===== src/sv/basename_glob_filter_unit_defines.svh =====
// ---------------------------------------------------------------------------
// Assertion macros for the basename glob filter
// Shared shorthands for concurrent checks clocked on i_clk, off in reset.
// ---------------------------------------------------------------------------
`ifndef BASENAME_GLOB_FILTER_UNIT_DEFINES_SVH
`define BASENAME_GLOB_FILTER_UNIT_DEFINES_SVH

// Same-cycle implication.
`define BGF_ASSERT_IMP(label, ante, cons, msg) \
    label: assert property (@(posedge i_clk) disable iff (!i_rst_n) (ante) |-> (cons)) \
        else $error(msg);

// Next-cycle implication.
`define BGF_ASSERT_NEXT(label, ante, cons, msg) \
    label: assert property (@(posedge i_clk) disable iff (!i_rst_n) (ante) |=> (cons)) \
        else $error(msg);

`endif


===== src/sv/bgf_pkg.sv =====
// ---------------------------------------------------------------------------
// Basename glob filter package
// Character codes, register indexes and the types shared by cells and top.
// ---------------------------------------------------------------------------
package bgf_pkg;

    localparam logic [7:0] CH_STAR   = 8'h2A;
    localparam logic [7:0] CH_QUEST  = 8'h3F;
    localparam logic [7:0] CH_SLASH  = 8'h2F;
    localparam logic [7:0] CH_BSLASH = 8'h5C;

    localparam logic ACTION_LOAD = 1'b0;
    localparam logic ACTION_PATH = 1'b1;

    localparam int CFG_IDX_W  = 3;
    localparam int CFG_DATA_W = 7;
    localparam int LEN_W      = 6;
    localparam int INDEX_W    = 5;
    localparam int DEPTH_W    = 7;
    localparam int ETYPE_W    = 2;

    typedef enum logic [CFG_IDX_W-1:0] {
        REG_NAME_ENABLE     = 3'd0,
        REG_PATTERN_LENGTH  = 3'd1,
        REG_TYPE_ENABLE     = 3'd2,
        REG_TYPE_WANTED     = 3'd3,
        REG_MINDEPTH_ENABLE = 3'd4,
        REG_MIN_DEPTH       = 3'd5
    } t_cfg_reg;

    // What every cell does with its active flag this cycle.
    typedef enum logic [1:0] {
        ACT_HOLD,
        ACT_ADV,
        ACT_START
    } t_act_mode;

    // Broadcast from the top level to every cell.
    typedef struct packed {
        logic               wr;
        logic [INDEX_W-1:0] wr_index;
        logic [7:0]         wr_data;
        t_act_mode          mode;
    } t_bcast;

    // What a cell hands to its neighbors and to the top level.
    typedef struct packed {
        logic hit1;     // next position becomes active
        logic hit2;     // position after next becomes active (escaped byte)
        logic acarry;   // star closure carry on the advanced vector
        logic scarry;   // star closure carry on the start vector
        logic adv_cl;   // this position after advance and closure
        logic start_cl; // this position after restart and closure
    } t_cell_io;

endpackage


===== src/sv/bgf_cell.sv =====
// ---------------------------------------------------------------------------
// Basename glob filter cell
// Holds one pattern byte and the active flag of its pattern position.
// ---------------------------------------------------------------------------
module bgf_cell #(
    parameter int CELL_ID = 0
) (
    input  logic             i_clk,
    input  logic             i_rst_n,
    input  bgf_pkg::t_bcast  i_bc,
    input  logic [7:0]       i_path_byte,
    input  bgf_pkg::t_cell_io i_prev,
    input  logic             i_prev2_hit2,
    input  logic [7:0]       i_next_byte,
    input  logic             i_in_use,
    input  logic             i_in_use_next,
    output bgf_pkg::t_cell_io o_io,
    output logic [7:0]       o_byte,
    output logic             o_act
);

    logic [7:0] r_pat;
    logic [7:0] n_pat;
    logic       r_act;
    logic       n_act;
    logic       w_wr_here;
    logic       w_en;
    logic       w_star;
    logic       w_star_n;
    logic       w_esc;
    logic       w_hold;
    logic       w_base;
    logic       w_adv_cl;
    logic       w_start_cl;

    assign w_wr_here = i_bc.wr && (int'(i_bc.wr_index) == CELL_ID);
    assign n_pat     = w_wr_here ? i_bc.wr_data : r_pat;

    // Matching step from the current closed state.
    assign w_en   = r_act && i_in_use;
    assign w_star = (r_pat == bgf_pkg::CH_STAR);
    assign w_esc  = (r_pat == bgf_pkg::CH_BSLASH) && i_in_use_next;
    assign w_hold = w_en && w_star;

    assign o_io.hit1 = w_en && !w_star
                     && ((r_pat == bgf_pkg::CH_QUEST) || (!w_esc && (r_pat == i_path_byte)));
    assign o_io.hit2 = w_en && w_esc && (i_next_byte == i_path_byte);

    // Star closure uses the pattern as it stands after this edge.
    assign w_star_n   = (n_pat == bgf_pkg::CH_STAR);
    assign w_base     = w_hold || i_prev.hit1 || i_prev2_hit2;
    assign w_adv_cl   = w_base || i_prev.acarry;
    assign w_start_cl = (CELL_ID == 0) || i_prev.scarry;

    assign o_io.acarry   = w_adv_cl && w_star_n && i_in_use;
    assign o_io.scarry   = w_start_cl && w_star_n && i_in_use;
    assign o_io.adv_cl   = w_adv_cl;
    assign o_io.start_cl = w_start_cl;

    always_comb begin
        unique case (i_bc.mode)
            bgf_pkg::ACT_ADV:   n_act = w_adv_cl;
            bgf_pkg::ACT_START: n_act = w_start_cl;
            default:            n_act = r_act;
        endcase
    end

    always_ff @(posedge i_clk) begin
        if (!i_rst_n) begin
            r_act <= (CELL_ID == 0);
        end else begin
            r_act <= n_act;
        end
    end

    always_ff @(posedge i_clk) begin
        r_pat <= n_pat;
    end

    assign o_byte = r_pat;
    assign o_act  = r_act;

endmodule


===== src/sv/basename_glob_filter_unit.sv =====
// ---------------------------------------------------------------------------
// Basename glob filter
// Streams path bytes against a stored glob pattern and flags matching entries.
// ---------------------------------------------------------------------------
// The block accepts one item per clock cycle as long as results are taken, and
// gives a match result through its output buffer for the item that carries the last byte of
// a path. The input stalls only while two results wait, one in the output
// register and one in the skid entry. An
// item either loads one pattern byte into the store or feeds one path byte.
// The pattern lives in a row of PATTERN_BYTES cells; each cell keeps one
// pattern byte and the active flag of its position, and the whole active set
// advances once per path byte with no backtracking. The figure of one item per
// cycle is set by the star closure, which ripples across the row of cells like
// an adder carry chain of PATTERN_BYTES stages; the active set is always kept
// in closed form so that only one such chain lies in the path of each byte.
// A '/' byte restarts matching, so only the basename is tested. Pattern rules:
// '*' takes any run of bytes, '?' takes one byte, a backslash makes the next
// pattern byte literal, and a lone backslash at the end stands for itself.
// The pattern store has no reset and needs no clearing pass; only positions
// below pattern_length are ever read. Results go through a two-entry output
// buffer, so items keep flowing while a result waits to be taken. The
// configuration channel is always ready and must only be written while the
// block is idle; a write of pattern_length also restarts matching.
// ---------------------------------------------------------------------------
`include "basename_glob_filter_unit_defines.svh"

module basename_glob_filter_unit #(
    parameter int PATTERN_BYTES = 32
) (
    input  logic                             i_clk,
    input  logic                             i_rst_n,
    // Configuration channel
    input  logic                             i_cfg_valid,
    output logic                             o_cfg_ready,
    input  logic [bgf_pkg::CFG_IDX_W-1:0]    i_cfg_index,
    input  logic [bgf_pkg::CFG_DATA_W-1:0]   i_cfg_data,
    // Input item channel
    input  logic                             i_in_valid,
    output logic                             o_in_ready,
    input  logic                             i_action,
    input  logic [bgf_pkg::INDEX_W-1:0]      i_pattern_index,
    input  logic [7:0]                       i_data_byte,
    input  logic                             i_path_last,
    input  logic [bgf_pkg::ETYPE_W-1:0]      i_entry_type,
    input  logic [bgf_pkg::DEPTH_W-1:0]      i_entry_depth,
    // Result item channel
    output logic                             o_out_valid,
    input  logic                             i_out_ready,
    output logic                             o_matched
);

    localparam int USED_W = (PATTERN_BYTES < 2) ? 1 : $clog2(PATTERN_BYTES + 1);

    // Configuration registers.
    logic                        r_name_enable;
    logic [bgf_pkg::LEN_W-1:0]   r_pattern_length;
    logic [bgf_pkg::LEN_W-1:0]   n_pattern_length;
    logic                        r_type_enable;
    logic [bgf_pkg::ETYPE_W-1:0] r_type_wanted;
    logic                        r_mindepth_enable;
    logic [bgf_pkg::DEPTH_W-1:0] r_min_depth;

    logic w_cfg_acc;
    logic w_len_wr;
    logic w_in_acc;
    logic w_slash;
    logic w_result;

    bgf_pkg::t_bcast   w_bc;
    bgf_pkg::t_cell_io w_io   [PATTERN_BYTES];
    logic [7:0]        w_byte [PATTERN_BYTES];
    logic [PATTERN_BYTES-1:0] w_act;
    logic [PATTERN_BYTES-1:0] w_in_use;
    logic [PATTERN_BYTES:0]   w_acl;
    logic [PATTERN_BYTES:0]   w_scl;
    logic [PATTERN_BYTES:0]   w_sel;
    logic [USED_W-1:0]        w_used;
    logic                     w_accept;
    logic                     n_match;

    // Output buffer: the output register plus one skid entry.
    logic r_out_valid;
    logic r_out_match;
    logic r_skid_valid;
    logic r_skid_match;
    logic w_pop;

    // ---------------------------------------------------------------------
    // Configuration
    // ---------------------------------------------------------------------
    assign o_cfg_ready = 1'b1;
    assign w_cfg_acc   = i_cfg_valid && o_cfg_ready;
    assign w_len_wr    = w_cfg_acc
                       && (bgf_pkg::t_cfg_reg'(i_cfg_index) == bgf_pkg::REG_PATTERN_LENGTH);
    assign n_pattern_length = w_len_wr ? i_cfg_data[bgf_pkg::LEN_W-1:0] : r_pattern_length;

    always_ff @(posedge i_clk) begin
        if (!i_rst_n) begin
            r_name_enable     <= 1'b0;
            r_pattern_length  <= '0;
            r_type_enable     <= 1'b0;
            r_type_wanted     <= '0;
            r_mindepth_enable <= 1'b0;
            r_min_depth       <= '0;
        end else if (w_cfg_acc) begin
            unique case (bgf_pkg::t_cfg_reg'(i_cfg_index))
                bgf_pkg::REG_NAME_ENABLE:     r_name_enable     <= i_cfg_data[0];
                bgf_pkg::REG_PATTERN_LENGTH:  r_pattern_length  <= n_pattern_length;
                bgf_pkg::REG_TYPE_ENABLE:     r_type_enable     <= i_cfg_data[0];
                bgf_pkg::REG_TYPE_WANTED:     r_type_wanted     <= i_cfg_data[bgf_pkg::ETYPE_W-1:0];
                bgf_pkg::REG_MINDEPTH_ENABLE: r_mindepth_enable <= i_cfg_data[0];
                bgf_pkg::REG_MIN_DEPTH:       r_min_depth       <= i_cfg_data;
                default: ;
            endcase
        end
    end

    // ---------------------------------------------------------------------
    // Item control: decide what the row of cells does this cycle.
    // ---------------------------------------------------------------------
    assign o_in_ready = !r_skid_valid;
    assign w_in_acc   = i_in_valid && o_in_ready;
    assign w_slash    = (i_data_byte == bgf_pkg::CH_SLASH);
    assign w_result   = w_in_acc && (i_action == bgf_pkg::ACTION_PATH) && i_path_last;

    always_comb begin
        w_bc.wr       = w_in_acc && (i_action == bgf_pkg::ACTION_LOAD);
        w_bc.wr_index = i_pattern_index;
        w_bc.wr_data  = i_data_byte;
        w_bc.mode     = bgf_pkg::ACT_HOLD;
        if (w_in_acc) begin
            if (i_action == bgf_pkg::ACTION_LOAD || i_path_last || w_slash) begin
                w_bc.mode = bgf_pkg::ACT_START;
            end else begin
                w_bc.mode = bgf_pkg::ACT_ADV;
            end
        end else if (w_len_wr) begin
            w_bc.mode = bgf_pkg::ACT_START;
        end
    end

    // ---------------------------------------------------------------------
    // Row of cells. Position PATTERN_BYTES has no cell: it only ever feeds
    // the accept test and never passes anything on.
    // ---------------------------------------------------------------------
    for (genvar g = 0; g < PATTERN_BYTES; g++) begin : g_cell
        bgf_pkg::t_cell_io w_prev;
        logic              w_prev2_hit2;
        logic [7:0]        w_next_byte;
        logic              w_in_use_next;

        assign w_in_use[g] = (int'(n_pattern_length) > g);

        if (g == 0) begin : g_first
            assign w_prev = '0;
        end else begin : g_mid
            assign w_prev = w_io[g-1];
        end

        if (g < 2) begin : g_no_prev2
            assign w_prev2_hit2 = 1'b0;
        end else begin : g_prev2
            assign w_prev2_hit2 = w_io[g-2].hit2;
        end

        if (g == PATTERN_BYTES - 1) begin : g_last
            assign w_next_byte   = '0;
            assign w_in_use_next = 1'b0;
        end else begin : g_inner
            assign w_next_byte   = w_byte[g+1];
            assign w_in_use_next = w_in_use[g+1];
        end

        bgf_cell #(
            .CELL_ID (g)
        ) u_cell (
            .i_clk         (i_clk),
            .i_rst_n       (i_rst_n),
            .i_bc          (w_bc),
            .i_path_byte   (i_data_byte),
            .i_prev        (w_prev),
            .i_prev2_hit2  (w_prev2_hit2),
            .i_next_byte   (w_next_byte),
            .i_in_use      (w_in_use[g]),
            .i_in_use_next (w_in_use_next),
            .o_io          (w_io[g]),
            .o_byte        (w_byte[g]),
            .o_act         (w_act[g])
        );

        assign w_acl[g] = w_io[g].adv_cl;
        assign w_scl[g] = w_io[g].start_cl;
    end

    if (PATTERN_BYTES < 2) begin : g_end_short
        assign w_acl[PATTERN_BYTES] = w_io[PATTERN_BYTES-1].hit1
                                    || w_io[PATTERN_BYTES-1].acarry;
    end else begin : g_end_long
        assign w_acl[PATTERN_BYTES] = w_io[PATTERN_BYTES-1].hit1
                                    || w_io[PATTERN_BYTES-2].hit2
                                    || w_io[PATTERN_BYTES-1].acarry;
    end
    assign w_scl[PATTERN_BYTES] = w_io[PATTERN_BYTES-1].scarry;

    // ---------------------------------------------------------------------
    // Result of the last byte: the glob test reads the closed active set at
    // the position just past the pattern in use, and the entry filters join.
    // ---------------------------------------------------------------------
    assign w_used   = (int'(r_pattern_length) > PATTERN_BYTES) ? USED_W'(PATTERN_BYTES)
                                                               : USED_W'(r_pattern_length);
    assign w_sel    = w_slash ? w_scl : w_acl;
    assign w_accept = w_sel[w_used];

    assign n_match = !(r_mindepth_enable && (i_entry_depth < r_min_depth))
                  && !(r_name_enable && !w_accept)
                  && !(r_type_enable && (i_entry_type != r_type_wanted));

    // ---------------------------------------------------------------------
    // Output buffer. A new item is taken as long as the skid entry is free.
    // ---------------------------------------------------------------------
    assign w_pop = r_out_valid && i_out_ready;

    always_ff @(posedge i_clk) begin
        if (!i_rst_n) begin
            r_out_valid  <= 1'b0;
            r_skid_valid <= 1'b0;
        end else if (!r_out_valid || w_pop) begin
            if (r_skid_valid) begin
                r_out_valid  <= 1'b1;
                r_skid_valid <= w_result;
            end else begin
                r_out_valid  <= w_result;
                r_skid_valid <= 1'b0;
            end
        end else if (w_result) begin
            r_skid_valid <= 1'b1;
        end
    end

    always_ff @(posedge i_clk) begin
        if (!r_out_valid || w_pop) begin
            r_out_match  <= r_skid_valid ? r_skid_match : n_match;
            r_skid_match <= n_match;
        end else if (w_result) begin
            r_skid_match <= n_match;
        end
    end

    assign o_out_valid = r_out_valid;
    assign o_matched   = r_out_match;

    // ---------------------------------------------------------------------
    // Checks
    // ---------------------------------------------------------------------
    `BGF_ASSERT_IMP(a_skid_behind_out, r_skid_valid, r_out_valid,
        "skid entry holds a result while the output register is empty")
    `BGF_ASSERT_NEXT(a_load_restarts, w_in_acc && (i_action == bgf_pkg::ACTION_LOAD),
        w_act[0], "start position not active after a pattern load")
    `BGF_ASSERT_NEXT(a_slash_restarts,
        w_in_acc && (i_action == bgf_pkg::ACTION_PATH) && w_slash,
        w_act[0], "start position not active after a slash byte")
    `BGF_ASSERT_NEXT(a_result_shown, w_result && !r_out_valid, o_out_valid,
        "result of a last path byte did not reach the output register")

endmodule


===== config.mk =====
export PLATFORM = sky130hd
export DESIGN_NAME = basename_glob_filter_unit
export DESIGN_NICKNAME = d
export VERILOG_FILES = /design/src/sv/bgf_pkg.sv /design/src/sv/bgf_cell.sv /design/src/sv/basename_glob_filter_unit.sv
export VERILOG_INCLUDE_DIRS = /design/src /design/src/sv
export SDC_FILE = /design/constraint.sdc
export NUM_CORES = 1
export LEC_CHECK = 0
export BUFFER_PORTS_ARGS = -buffer_cell sky130_fd_sc_hd__buf_2
export CORE_AREA = 2 2 220 222
export CTS_BUF_LIST = sky130_fd_sc_hd__clkbuf_4
export CTS_CLUSTER_DIAMETER = 30
export DETAILED_ROUTE_END_ITERATION = 10
export DIE_AREA = 0 0 222 224
export SETUP_SLACK_MARGIN = 0.1
export SYNTH_ARGS = -nofsm -noshare
export SYNTH_HDL_FRONTEND = slang
export SYNTH_SLANG_ARGS = --single-unit

===== constraint.sdc =====
create_clock -name i_clk -period 9.1 [get_ports i_clk]
set_input_delay 0.455 -clock i_clk [delete_from_list [all_inputs] [get_ports i_clk]]
set_output_delay 0.455 -clock i_clk [all_outputs]
set_load 0.05 [all_outputs]

==> results_dict.tcl <==
set metrics [dict create \
    post_cts_resized 0 \
    timing.fmax_mhz 182.1 \
    swShare 0.2952 \
    ys_warn_count 0 \
    dpl_worst_slack_ns 3.245 \
    synth.avg_cell_area_sq_um 8.827 \
    cap_violations 0 \
    finalHoldViolCount 0 \
    setup_viol 0 \
    coreArea_sq_um 47350 \
    hold_ws_ns 0.07491 \
    avgViaCountPerCell 6.265 \
    setup_ws_ns 3.607 \
    critPathCaptureType "flop" \
    die_h_um 224 \
    overflow 0 \
    grtUsageTotal 0.2839 \
    grt_first_pass_wirelength_um 110400 \
    cts_setup_buffers 0 \
    fin_skew_ns 0.06249 \
    clkTransAtPathRegs_ns 0.07 \
    dpl_cell_area_sq_um 21680 \
    holdPathStages 5 \
    routed-via-count 19553 \
    place_inst 2936 \
    outcome "complete, no violations" \
    drc 0 \
    antenna_found_initial 2 \
    rows 80 \
    syn_area_sq_um 21130 \
    ir_drop_uv 126.4 \
    rsz0062_at_grt "no" \
    dr.pass1.iters 5 \
    clk_latency_ns 0.88 \
    synth_seq_cells 310 \
    pwr_density_cell_nw_per_um2 170.1 \
    routabilityCongestion 0.9586 \
    cts_tree "built" \
    slew_headroom 0.2863 \
    reg2reg_depth 15 \
    p_comb_frac 0.158 \
    cts_buffer_depth 3 \
    drtIter0Drc 1758 \
    yosysSeqAreaShare 0.2946 \
    numCtsBuffers 94 \
    avgRoutedWirePerCell_um 22.85 \
    drive_gt1_frac 0.2250 \
    crit_type "reg2reg" \
    syn-num-nets 2439 \
    yosys.cell_types.count 119 \
    drt_wl_total_um 71310 \
    fin_nets 2473 \
    start_kind "flop" \
    grt_max_degree 43 \
    p_total_mw 3.948 \
    finalSetupTns_ns 0 \
    p_int_mw 2.783 \
    fp.dieArea_sq_um 49730 \
    final_cell_mix "dfxtp_1 (308), mux2_2 (259), nand2_1 (196)" \
    p_leak_nw 8.882 \
    design_area_sq_um 23210 \
    cts-root-buf "clkbuf_4" \
    synthArstFlopShare 0 \
    drv_slew 0 \
    io_buffers 41 \
    switchingPower_mw 1.165 \
    final_common_cell "dfxtp_1" \
    clkPwrFrac 0.405 \
    crit_arrival_ns 6.16 \
    grt_pass1_vias 19307 \
    initial_core_util 0.4464 \
    synth_edf_count 2 \
    synthFlopType "dfxtp_1" \
    finalCriticalPeriod_ns 5.493 \
    stdcell_count 3121 \
    worstMarginPinSlew_ns 1.062 \
    hpwlAfterDp_um 49200 \
    synth_cells 2394 \
    hold_buffers 11 \
    h-tree-depth 3 \
    cts_sinks 310 \
    pwr-share-seq 0.437 \
    area_growth_pct 9.817 \
    final_core_util 0.4902 \
    min_period_over_period 0.6036 \
    ioPinCount 43 \
    hold_path.class "in2reg" \
    required_ns 9.77 \
    postRouteAntennaNets 0 \
    cp_max_fo 12 \
    die_w_um 222 \
]
power by group through the flow:
stage / Clock, mW / Combinational, mW / Sequential (mW)
after detailed placement: 0 / 0.613 / 1.75
after floorplan: 0 / 0.489 / 1.70
after global routing: 1.73 / 0.677 / 1.75
after CTS: 1.65 / 0.619 / 1.72
final: 1.60 / 0.623 / 1.73
after global placement: 0 / 0.593 / 1.74
cell type report:
type / instances / area [sq um]
Clock inverter: 41 / 436.7
Timing Repair Buffer: 80 / 545.5
Sequential cell: 310 / 6226
Fill cell: 4606 / 24140
Tap cell: 615 / 769.5
Inverter: 24 / 90.09
Antenna cell: 4 / 10.01
Clock buffer: 129 / 968.4
Multi-Input combinational cell: 1918 / 14160
critical path: stages (launching register included):
cell      delay, ns
dfxtp_1        0.41
buf_4          0.26
nor2_2         0.49
nand4_1        0.64
nand2b_1       0.40
a21oi_1        0.37
o31ai_1        0.21
a211oi_2       0.49
nand4b_1       0.20
a21boi_1       0.37
o21ai_0        0.17
o211ai_1       0.28
a32oi_1        0.18
a311oi_1       0.43
nor4_2         0.15
o31ai_1        0.24
worst paths after layout:
| path | start | end | slack (ns) |
|---|---|---|---|
| hold / removal | i_cfg_index[2] | r_mindepth_enable | 0.07 |
| hold reg to reg | g_cell[16].u_cell.o_act | g_cell[16].u_cell.o_act | 0.46 |
| setup reg to reg | r_skid_valid | o_matched | 3.61 |
| setup / recovery | r_skid_valid | o_matched | 3.61 |
registers in the layout, summed over array words and instances (netlist names):
name,count
r_min_depth,7
r_pattern_length,6
r_type_enable,1
r_skid_match,1
g_cell.u_cell.o_byte,256
g_cell.u_cell.o_act,32
r_name_enable,1
o_out_valid,1
r_mindepth_enable,1
r_type_wanted,2
r_skid_valid,1
o_matched,1
cells in the mapped netlist (8+ instances only):
library cell	n	share of area
dfxtp_1	308	0.29
mux2_2	259	0.14
nand2_1	197	0.035
xor2_1	162	0.067
nor2_1	141	0.025
xnor2_1	96	0.040
nand3_1	86	0.020
a21oi_1	79	0.019
nor4_1	79	0.023
clkbuf_1	70	0.012
o21ai_0	68	0.016
nor3_1	58	0.014
nand4_1	52	0.015
and3_1	43	0.013
buf_2	43	0.010
mux2i_1	34	0.016
nor4b_1	32	0.013
and4b_1	29	0.014
nand2b_1	29	0.0086
or3_1	27	0.0080
and2_1	25	0.0074
a211oi_1	24	0.0085
inv_1	23	0.0041
o211ai_1	23	0.0082
nor2b_1	22	0.0065
nand4b_1	21	0.0087
o31ai_1	17	0.0060
a31oi_1	16	0.0047
nand3b_1	15	0.0053
nor4bb_1	15	0.0071
buf_4	14	0.0050
or4_1	14	0.0050
o21ai_1	12	0.0028
or2_2	12	0.0036
and3b_1	11	0.0046
nor3b_1	10	0.0036
a2111oi_0	9	0.0037
a21o_1	9	0.0032
a221oi_1	9	0.0037
and4_1	9	0.0037
a311oi_1	8	0.0033
or4b_2	8	0.0038
logic make-up (layout without fill, tap and decap cells):
group / count (synthesis) / after routing / share of synthesized area
AOI/OAI and AO/OA: 377 / 377 / 0.1270
and+or+nand+nor: 978 / 978 / 0.2721
xor gates and xnor gates: 258 / 258 / 0.1069
other: 1 / 5 / 0.0001774
adders and majority gates: 6 / 6 / 0.003552
DFF: 310 / 310 / 0.2946
buffers and inverters: 166 / 274 / 0.03754
muxes: 298 / 298 / 0.1581
routing by layer:
layer,share of wire,up-vias,track usage
met5,0,-,0
met3,0.080,199,0.05902
met4,0.036,0,0.1179
li1,-,9086,-
met1,0.43,9459,0.3632
met2,0.45,809,0.4655
Note: power is estimated with default switching activity, not from simulation.
